**src/hdl/psu_pkg.sv**
```systemverilog
// ============================================================================
// psu_pkg
// Shared types, codes and helpers for the PNG scanline unfilter / RGB565 unit.
// ============================================================================
package psu_pkg;

    // Sizing
    localparam int MAX_WIDTH     = 256;
    localparam int MAX_BPP       = 4;
    localparam int PALETTE_DEPTH = 256;
    localparam int CROP_MAX      = 256;
    localparam int LINE_DEPTH    = MAX_WIDTH * MAX_BPP;
    localparam int LINE_AW       = $clog2(LINE_DEPTH);
    localparam int PAL_AW        = $clog2(PALETTE_DEPTH);
    localparam int POS_W         = 11;
    localparam int ROW_W         = 9;

    // Operation codes
    localparam logic [1:0] OP_STREAM = 2'd0;
    localparam logic [1:0] OP_PAL_WR = 2'd1;
    localparam logic [1:0] OP_START  = 2'd2;

    // Color modes
    localparam logic [2:0] MODE_GRAY = 3'd0;
    localparam logic [2:0] MODE_RGB  = 3'd1;
    localparam logic [2:0] MODE_PAL  = 3'd2;
    localparam logic [2:0] MODE_GA   = 3'd3;
    localparam logic [2:0] MODE_RGBA = 3'd4;

    // Filter types
    localparam logic [7:0] FLT_SUB   = 8'd1;
    localparam logic [7:0] FLT_UP    = 8'd2;
    localparam logic [7:0] FLT_AVG   = 8'd3;
    localparam logic [7:0] FLT_PAETH = 8'd4;

    // Configuration register indexes
    localparam logic [2:0] CFG_WIDTH   = 3'd0;
    localparam logic [2:0] CFG_MODE    = 3'd1;
    localparam logic [2:0] CFG_PAL_CNT = 3'd2;
    localparam logic [2:0] CFG_CROP_X  = 3'd3;
    localparam logic [2:0] CFG_CROP_Y  = 3'd4;
    localparam logic [2:0] CFG_CROP_W  = 3'd5;
    localparam logic [2:0] CFG_CROP_H  = 3'd6;

    // RGB565 masks
    localparam logic [7:0] R_MASK = 8'hF8;
    localparam logic [7:0] G_MASK = 8'hFC;

    // Effective configuration, derived from the register file
    typedef struct packed {
        logic [2:0]       mode;
        logic [2:0]       bpp;
        logic [POS_W-1:0] row_bytes;
        logic [7:0]       crop_x;
        logic [7:0]       crop_y;
        logic [9:0]       x_end;
        logic [9:0]       y_end;
        logic [8:0]       pal_count;
    } t_cfg;

    // Completed pixel inside the crop window
    typedef struct packed {
        logic       vld;
        logic [7:0] pix0;
        logic [7:0] pix1;
        logic [7:0] pix2;
        logic [7:0] col;
        logic [7:0] row;
        logic       last;
        logic       done;
    } t_pix_evt;

    // Palette entry write
    typedef struct packed {
        logic       we;
        logic [7:0] idx;
        logic [7:0] red;
        logic [7:0] green;
        logic [7:0] blue;
    } t_pal_wr;

    function automatic logic [2:0] bpp_of(input logic [2:0] mode);
        logic [2:0] res;
        case (mode)
            MODE_RGB:  res = 3'd3;
            MODE_PAL:  res = 3'd1;
            MODE_GA:   res = 3'd2;
            MODE_RGBA: res = 3'd4;
            default:   res = 3'd1;
        endcase
        return res;
    endfunction

    // RGB565 with the two bytes swapped
    function automatic logic [15:0] to_565(input logic [7:0] r, input logic [7:0] g,
                                           input logic [7:0] b);
        logic [7:0]  rm;
        logic [7:0]  gm;
        logic [15:0] c;
        rm = r & R_MASK;
        gm = g & G_MASK;
        c  = {rm[7:3], gm[7:2], b[7:3]};
        return {c[7:0], c[15:8]};
    endfunction

endpackage

```
**src/hdl/psu_cfg.sv**
```systemverilog
// ============================================================================
// psu_cfg
// Configuration register file with clamping and derived crop/row limits.
// ============================================================================
module psu_cfg (
    input  logic                i_clk,
    input  logic                i_rst_n,
    input  logic                i_cfg_we,
    input  logic [2:0]          i_cfg_index,
    input  logic [8:0]          i_cfg_data,
    output psu_pkg::t_cfg       o_cfg
);

    logic [8:0] r_width;
    logic [2:0] r_mode;
    logic [8:0] r_pal_cnt;
    logic [7:0] r_crop_x;
    logic [7:0] r_crop_y;
    logic [8:0] r_crop_w;
    logic [8:0] r_crop_h;

    logic [8:0] w_eff;
    logic [8:0] cw;
    logic [8:0] ch;
    logic [2:0] mode_eff;
    logic [2:0] bpp;
    logic [9:0] x_sum;

    // Register writes
    always_ff @(posedge i_clk) begin
        if (!i_rst_n) begin
            r_width   <= 9'(psu_pkg::MAX_WIDTH);
            r_mode    <= psu_pkg::MODE_GRAY;
            r_pal_cnt <= 9'd0;
            r_crop_x  <= 8'd0;
            r_crop_y  <= 8'd0;
            r_crop_w  <= 9'(psu_pkg::CROP_MAX);
            r_crop_h  <= 9'(psu_pkg::CROP_MAX);
        end else if (i_cfg_we) begin
            case (i_cfg_index)
                psu_pkg::CFG_WIDTH:   r_width   <= i_cfg_data;
                psu_pkg::CFG_MODE:    r_mode    <= i_cfg_data[2:0];
                psu_pkg::CFG_PAL_CNT: r_pal_cnt <= i_cfg_data;
                psu_pkg::CFG_CROP_X:  r_crop_x  <= i_cfg_data[7:0];
                psu_pkg::CFG_CROP_Y:  r_crop_y  <= i_cfg_data[7:0];
                psu_pkg::CFG_CROP_W:  r_crop_w  <= i_cfg_data;
                psu_pkg::CFG_CROP_H:  r_crop_h  <= i_cfg_data;
                default: ;
            endcase
        end
    end

    // Clamp and derive
    always_comb begin
        if (r_width == 9'd0)
            w_eff = 9'd1;
        else if (r_width > 9'(psu_pkg::MAX_WIDTH))
            w_eff = 9'(psu_pkg::MAX_WIDTH);
        else
            w_eff = r_width;

        if (r_crop_w == 9'd0)
            cw = 9'd1;
        else if (r_crop_w > 9'(psu_pkg::CROP_MAX))
            cw = 9'(psu_pkg::CROP_MAX);
        else
            cw = r_crop_w;

        if (r_crop_h == 9'd0)
            ch = 9'd1;
        else if (r_crop_h > 9'(psu_pkg::CROP_MAX))
            ch = 9'(psu_pkg::CROP_MAX);
        else
            ch = r_crop_h;

        mode_eff = (r_mode > psu_pkg::MODE_RGBA) ? psu_pkg::MODE_GRAY : r_mode;
        bpp      = psu_pkg::bpp_of(mode_eff);

        x_sum = {2'b00, r_crop_x} + {1'b0, cw};

        o_cfg.mode = mode_eff;
        o_cfg.bpp  = bpp;
        case (bpp)
            3'd2:    o_cfg.row_bytes = {psu_pkg::POS_W'(w_eff)} << 1;
            3'd3:    o_cfg.row_bytes = (psu_pkg::POS_W'(w_eff) << 1)
                                     + psu_pkg::POS_W'(w_eff);
            3'd4:    o_cfg.row_bytes = psu_pkg::POS_W'(w_eff) << 2;
            default: o_cfg.row_bytes = psu_pkg::POS_W'(w_eff);
        endcase
        o_cfg.crop_x    = r_crop_x;
        o_cfg.crop_y    = r_crop_y;
        o_cfg.x_end     = (x_sum > {1'b0, w_eff}) ? {1'b0, w_eff} : x_sum;
        o_cfg.y_end     = {2'b00, r_crop_y} + {1'b0, ch};
        o_cfg.pal_count = r_pal_cnt;
    end

endmodule

```
**config.mk**
```make
export PLATFORM = sky130hd
export DESIGN_NAME = psu_cfg
export DESIGN_NICKNAME = d
export VERILOG_FILES = /design/src/hdl/psu_pkg.sv /design/src/hdl/psu_cfg.sv
export SDC_FILE = /design/constraint.sdc
export NUM_CORES = 1
export LEC_CHECK = 0
export ABC_AREA = 1
export CAP_MARGIN = 0
export CORE_MARGIN = 2
export CORE_UTILIZATION = 52
export DETAILED_ROUTE_END_ITERATION = 6
export DONT_BUFFER_PORTS = 1
export GPL_TIMING_DRIVEN = 0
export PLACE_DENSITY = 0.74
export SLEW_MARGIN = 15
export SYNTH_ARGS = -nofsm -noshare
export SYNTH_HDL_FRONTEND = slang
export SYNTH_SLANG_ARGS = --single-unit
```
**constraint.sdc**
```tcl
create_clock -name i_clk -period 3.8 [get_ports i_clk]
set_input_delay 0.38 -clock i_clk [delete_from_list [all_inputs] [get_ports i_clk]]
set_output_delay 0.38 -clock i_clk [all_outputs]
set_load 0.01 [all_outputs]
```
# Word-level counts from Yosys, hierarchy flattened
# Cells that the tools add are included.
classes:
  add_sub_neg: 3
  n_eq_ne: 12
  n_lt_le_gt_ge: 5
  n_reduce_logical: 11
  mux: 10
op_table:
  columns: ["op", "n"]
  rows:
  - ["$mux W9", 6]
  - ["$pmux W11 S3", 1]
  - ["$gt A9 B9 Y1 const B", 3]
  - ["$logic_not A9 Y1", 3]
  - ["$add A8 B9 Y10", 2]
  - ["$eq A3 B2 Y1 const B", 5]
  - ["$eq A3 B3 Y1 const B", 5]
  - ["$reduce_and A2 Y1", 7]
  - ["$add A10 B9 Y11", 1]
  - ["$gt A10 B9 Y1", 1]
  - ["$mux W10", 1]
  - ["$pmux W3 S3", 1]
  - ["$eq A3 B1 Y1 const B", 2]
  - ["$gt A3 B3 Y1 const B", 1]
  - ["$logic_not A3 Y1", 1]
  - ["$mux W3", 1]
word_totals:
  output_inout_bits: 62
  ff_bits: 55
  in_bits: 15
  wordCells: 48

# Depth between registers and ports, before layout
logic_depth:
  word_depth: 6
  depth_mapped: 25
  ltp_nobuf: 25

# Worst setup path before layout
# Ideal clock, no wire load.
synth_path:
  kind: "register to output"
  startpoint: "register r_crop_w[7]"
  endpoint: "output port o_cfg[22] (netlist bit)"
  required_ns: 3.420
  path_buffers: 0
  path_stages_with_launch: 26
  setup_slack_ns: 0.472
  t_arrival_ns: 2.948
  path_cell_list: "dfxtp_1 inv_1 nand4_1 nor2_1 nor2_1 a21oi_1 ha_1 inv_1 fa_1 nand3b_1 nand2_1 xnor2_1 inv_1 ha_1 nand2_1 nor2_1 nand2_1 nand3_1 nand2_1 nand2_1 nand2_1 nand2_1 nand2_2 nand2_4 nand2_1 nand2_1"
synth_lines:
  columns: ["element", "line", "text"]
  rows:
  - ["start, declared", "psu_cfg.sv:19", "logic [8:0] r_crop_w;"]
  - ["start signal, assigned", "psu_cfg.sv:37", "r_crop_w <= 9'(psu_pkg::CROP_MAX);"]
  - ["start signal, assigned", "psu_cfg.sv:46", "psu_pkg::CFG_CROP_W: r_crop_w <= i_cfg_data;"]
  - ["end, declared", "psu_cfg.sv:11", "output psu_pkg::t_cfg o_cfg"]

==> impl_metrics.toml <==
[cells_and_area]
final_cell_area_mm2 = 0.00432
final_nets = 653
stdcell_count = 703
drive_gt1_frac = 0.174
area_delta_synth_final_pct = 12.0
antenna_cells = 0

[floorplan]
dieArea_mm2 = 0.00813
die_w_um = 90.2
dieHeight_um = 90.2
initial_utilization = 0.535
rows = 31
coreArea_mm2 = 0.00721
ios = 77

[worst_setup_path]
crit_end = "o_cfg[19]"
crit_arrival_ns = 3.52
worstReg2RegEnd = "r_width[8]"
cp-start-kind = "register"
cp_slowest_stage_delay_ns = 0.33
crit_fanout = 6
worstPathBufferInverterCount = 3
cp_top_family = "simple AND/OR/NAND/NOR gates"
crit_path_end_kind = "output pin"
reg2regPathDepth = 3
crit_path_top_delay_cell = "dfxtp_2"
setup.worst_path.start = "r_crop_w[5]"
crit_required_ns = 3.42
cp.depth = 25
crit_type = "register to output pin"
reg2reg_from = "r_width[8]"
rrSetupSlack_ns = 2.93

[power]
power_frac_comb = 0.225
p_switching_mw = 0.420
clock_power_share = 0.279
seqPwrFrac = 0.495
internal_power_mw = 0.824
powerDensity_mw_per_mm2 = 287
swShare = 0.338
irDropWorstVdd_mv = 0.215
power_mw = 1.24
leakagePower_nw = 2.00

[timing]
min_period_over_period = 1.03
relSlewSlack = 0.573
fmax_mhz = 257
holdWs_ns = 0.193
tightest_slew_ns = 0.637
fin_ws_ns = -0.0970
slew_violations = 0
min_period_ns = 3.90
hold_viol = 0
skew_ns = 0
rsz0062_at_grt = "yes"
setup_viol = 9

[cts]
cts_tree = "yes"
hold_buffers = 0
root_buffer = "clkbuf_8"
cts_made_buffers = 5
clock_latency_ns = 0.31
cts.sinks = 55
clk_path_buf_depth = 2
clk_pin_slew_ns = 0.11
htree_num_levels = 2

[global_route]
use_met1 = 0.327
grt_max_degree = 20
antenna_found_initial = 0
busiest_layer = "met2"
grt_pass1_vias = 3735
use_met3 = 0.0637
grt_use_total = 0.248
gr-total-overflow = 0
grt_use_met2 = 0.407
grt_pass1_wl_um = 16900

[logic_synthesis]
synthTopCellsByCount = "nand2_1 (88), nor2_1 (88), inv_1 (77)"
ys_types = 37
synthCells = 580
synth_warnings = 0
netlist_area_mm2 = 0.00386
synth_top_area_cell = "dfxtp_1"
synth_top_cell_area_share = 0.285
synth_top_family_by_area = "simple AND/OR/NAND/NOR gates"
synthSimpleGateAreaFrac = 0.259
ys.flop_type = "dfxtp_1"
avgSynthCellArea_um2 = 6.66
synth_mux_area_frac = 0
synth_compound_area_frac = 0.196
synth-xor-area-share = 0.0340
synthArstFlopShare = 0
synthAdderAreaFrac = 0.119
ys_seq_elements = 55
synth_seq_area_share = 0.285
synth_area_leaders = "dfxtp_1 (29%), ha_1 (10%), nand2_1 (8.6%)"
syn_nets = 630
synth_edf_count = 0

[detailed_routing]
drcViolationCount = 0
viasPerCell = 5.45
vias = 3833
wirelength_um = 10300
ant_nets = 0
drtIter0Drc = 248
first_pass_iters = 4
detail_route.wl_per_cell_um = 14.6

[status]
violations = "negative setup slack"
outcome = "finished, violations left"

[placement]
dp_slack_ns = -0.0308
numPortBuffers = 0
dp.final_hpwl_um = 7650
placed_area_mm2 = 0.00399
placed_cells = 679
place_congestion = 0.935

[flow_run]
cap_violations = 0

[min_path]
hold_class = "input pin to register"
## state kept, by name, summed over array words and instances, names as in the netlist
register	flops
r_crop_w	9
r_crop_y	8
r_mode	3
r_pal_cnt	9
r_width	9
r_crop_x	8
r_crop_h	9
## logic make-up after synthesis
group                    count (synthesis)
AND/OR/NAND/NOR                        234
buffers and inverters                  105
XOR/XNOR                                15
adder cells (fa/ha/maj)                 35
other                                    1
AO/OA/AOI/OAI                          135
flip-flops                              55
## layout by cell type, fill, tap and decap left out, drive strengths merged, types with 2 or more instances in the layout
| cell type | instances |
|---|---|
| buf | 17 |
| nor2 | 92 |
| nand3 | 31 |
| dfxtp | 55 |
| o2111ai | 2 |
| xor2 | 9 |
| nand3b | 3 |
| clkbuf | 15 |
| nand2 | 95 |
| clkinv | 2 |
| nand4 | 11 |
| xnor2 | 6 |
| o21ai | 59 |
| o21bai | 3 |
| ha | 32 |
| o211ai | 8 |
| inv | 92 |
| fa | 3 |
| a21oi | 59 |
| or2 | 2 |
## layer usage
metal | up-vias | part of all wire
met5 | - | 0
met4 | 0 | 0.010
met3 | 13 | 0.083
met2 | 138 | 0.45
met1 | 1735 | 0.46
li1 | 1947 | -
## final cells by class
cell class / instances / area, µm²
Clock buffer: 5 / 68.8
Inverter: 92 / 345
Tap cell: 99 / 124
Multi-Input combinational cell: 422 / 2480
Timing Repair Buffer: 14 / 105
Fill cell: 710 / 2890
Clock inverter: 3 / 27.5
Buffer: 13 / 63.8
Sequential cell: 55 / 1110
## power by group through the flow
| stage | Sequential (mW) | Combinational (mW) | Clock, mW |
|---|---|---|---|
| 2_1_floorplan | 0.623 | 0.179 | 0 |
| 3_3_place_gp | 0.627 | 0.213 | 0 |
| 3_5_place_dp | 0.627 | 0.221 | 0 |
| 4_1_cts | 0.615 | 0.265 | 0.354 |
| 5_1_grt | 0.618 | 0.306 | 0.377 |
| 6_report | 0.615 | 0.280 | 0.347 |
## metrics by stage
step,setup TNS (ns),utilization
CTS,-0.464,0.591
finish,-0.726,0.599
global route,-3.02,0.599
detailed placement,-0.204,0.553
global placement,0,0.553
floorplan,0,-
## what timing repair did
action                     in CTS  in global routing
resized for setup              43                  8
buffers inserted               11                  3
gates cloned                    2                  0
pin swaps                      20                 11
setup endpoints to repair       9                  9
## worst min path at each step
stage | from | to | depth (start not counted)
floorplan | r_width[4] | r_width[4] | 2
CTS | i_cfg_data[8] | r_crop_w[8] | 2
detailed placement | r_width[4] | r_width[4] | 2
global placement | r_width[6] | r_width[6] | 2
finish | i_cfg_data[8] | r_crop_w[8] | 2
global route | i_cfg_data[8] | r_width[8] | 2
(Power assumes the default switching activity.)
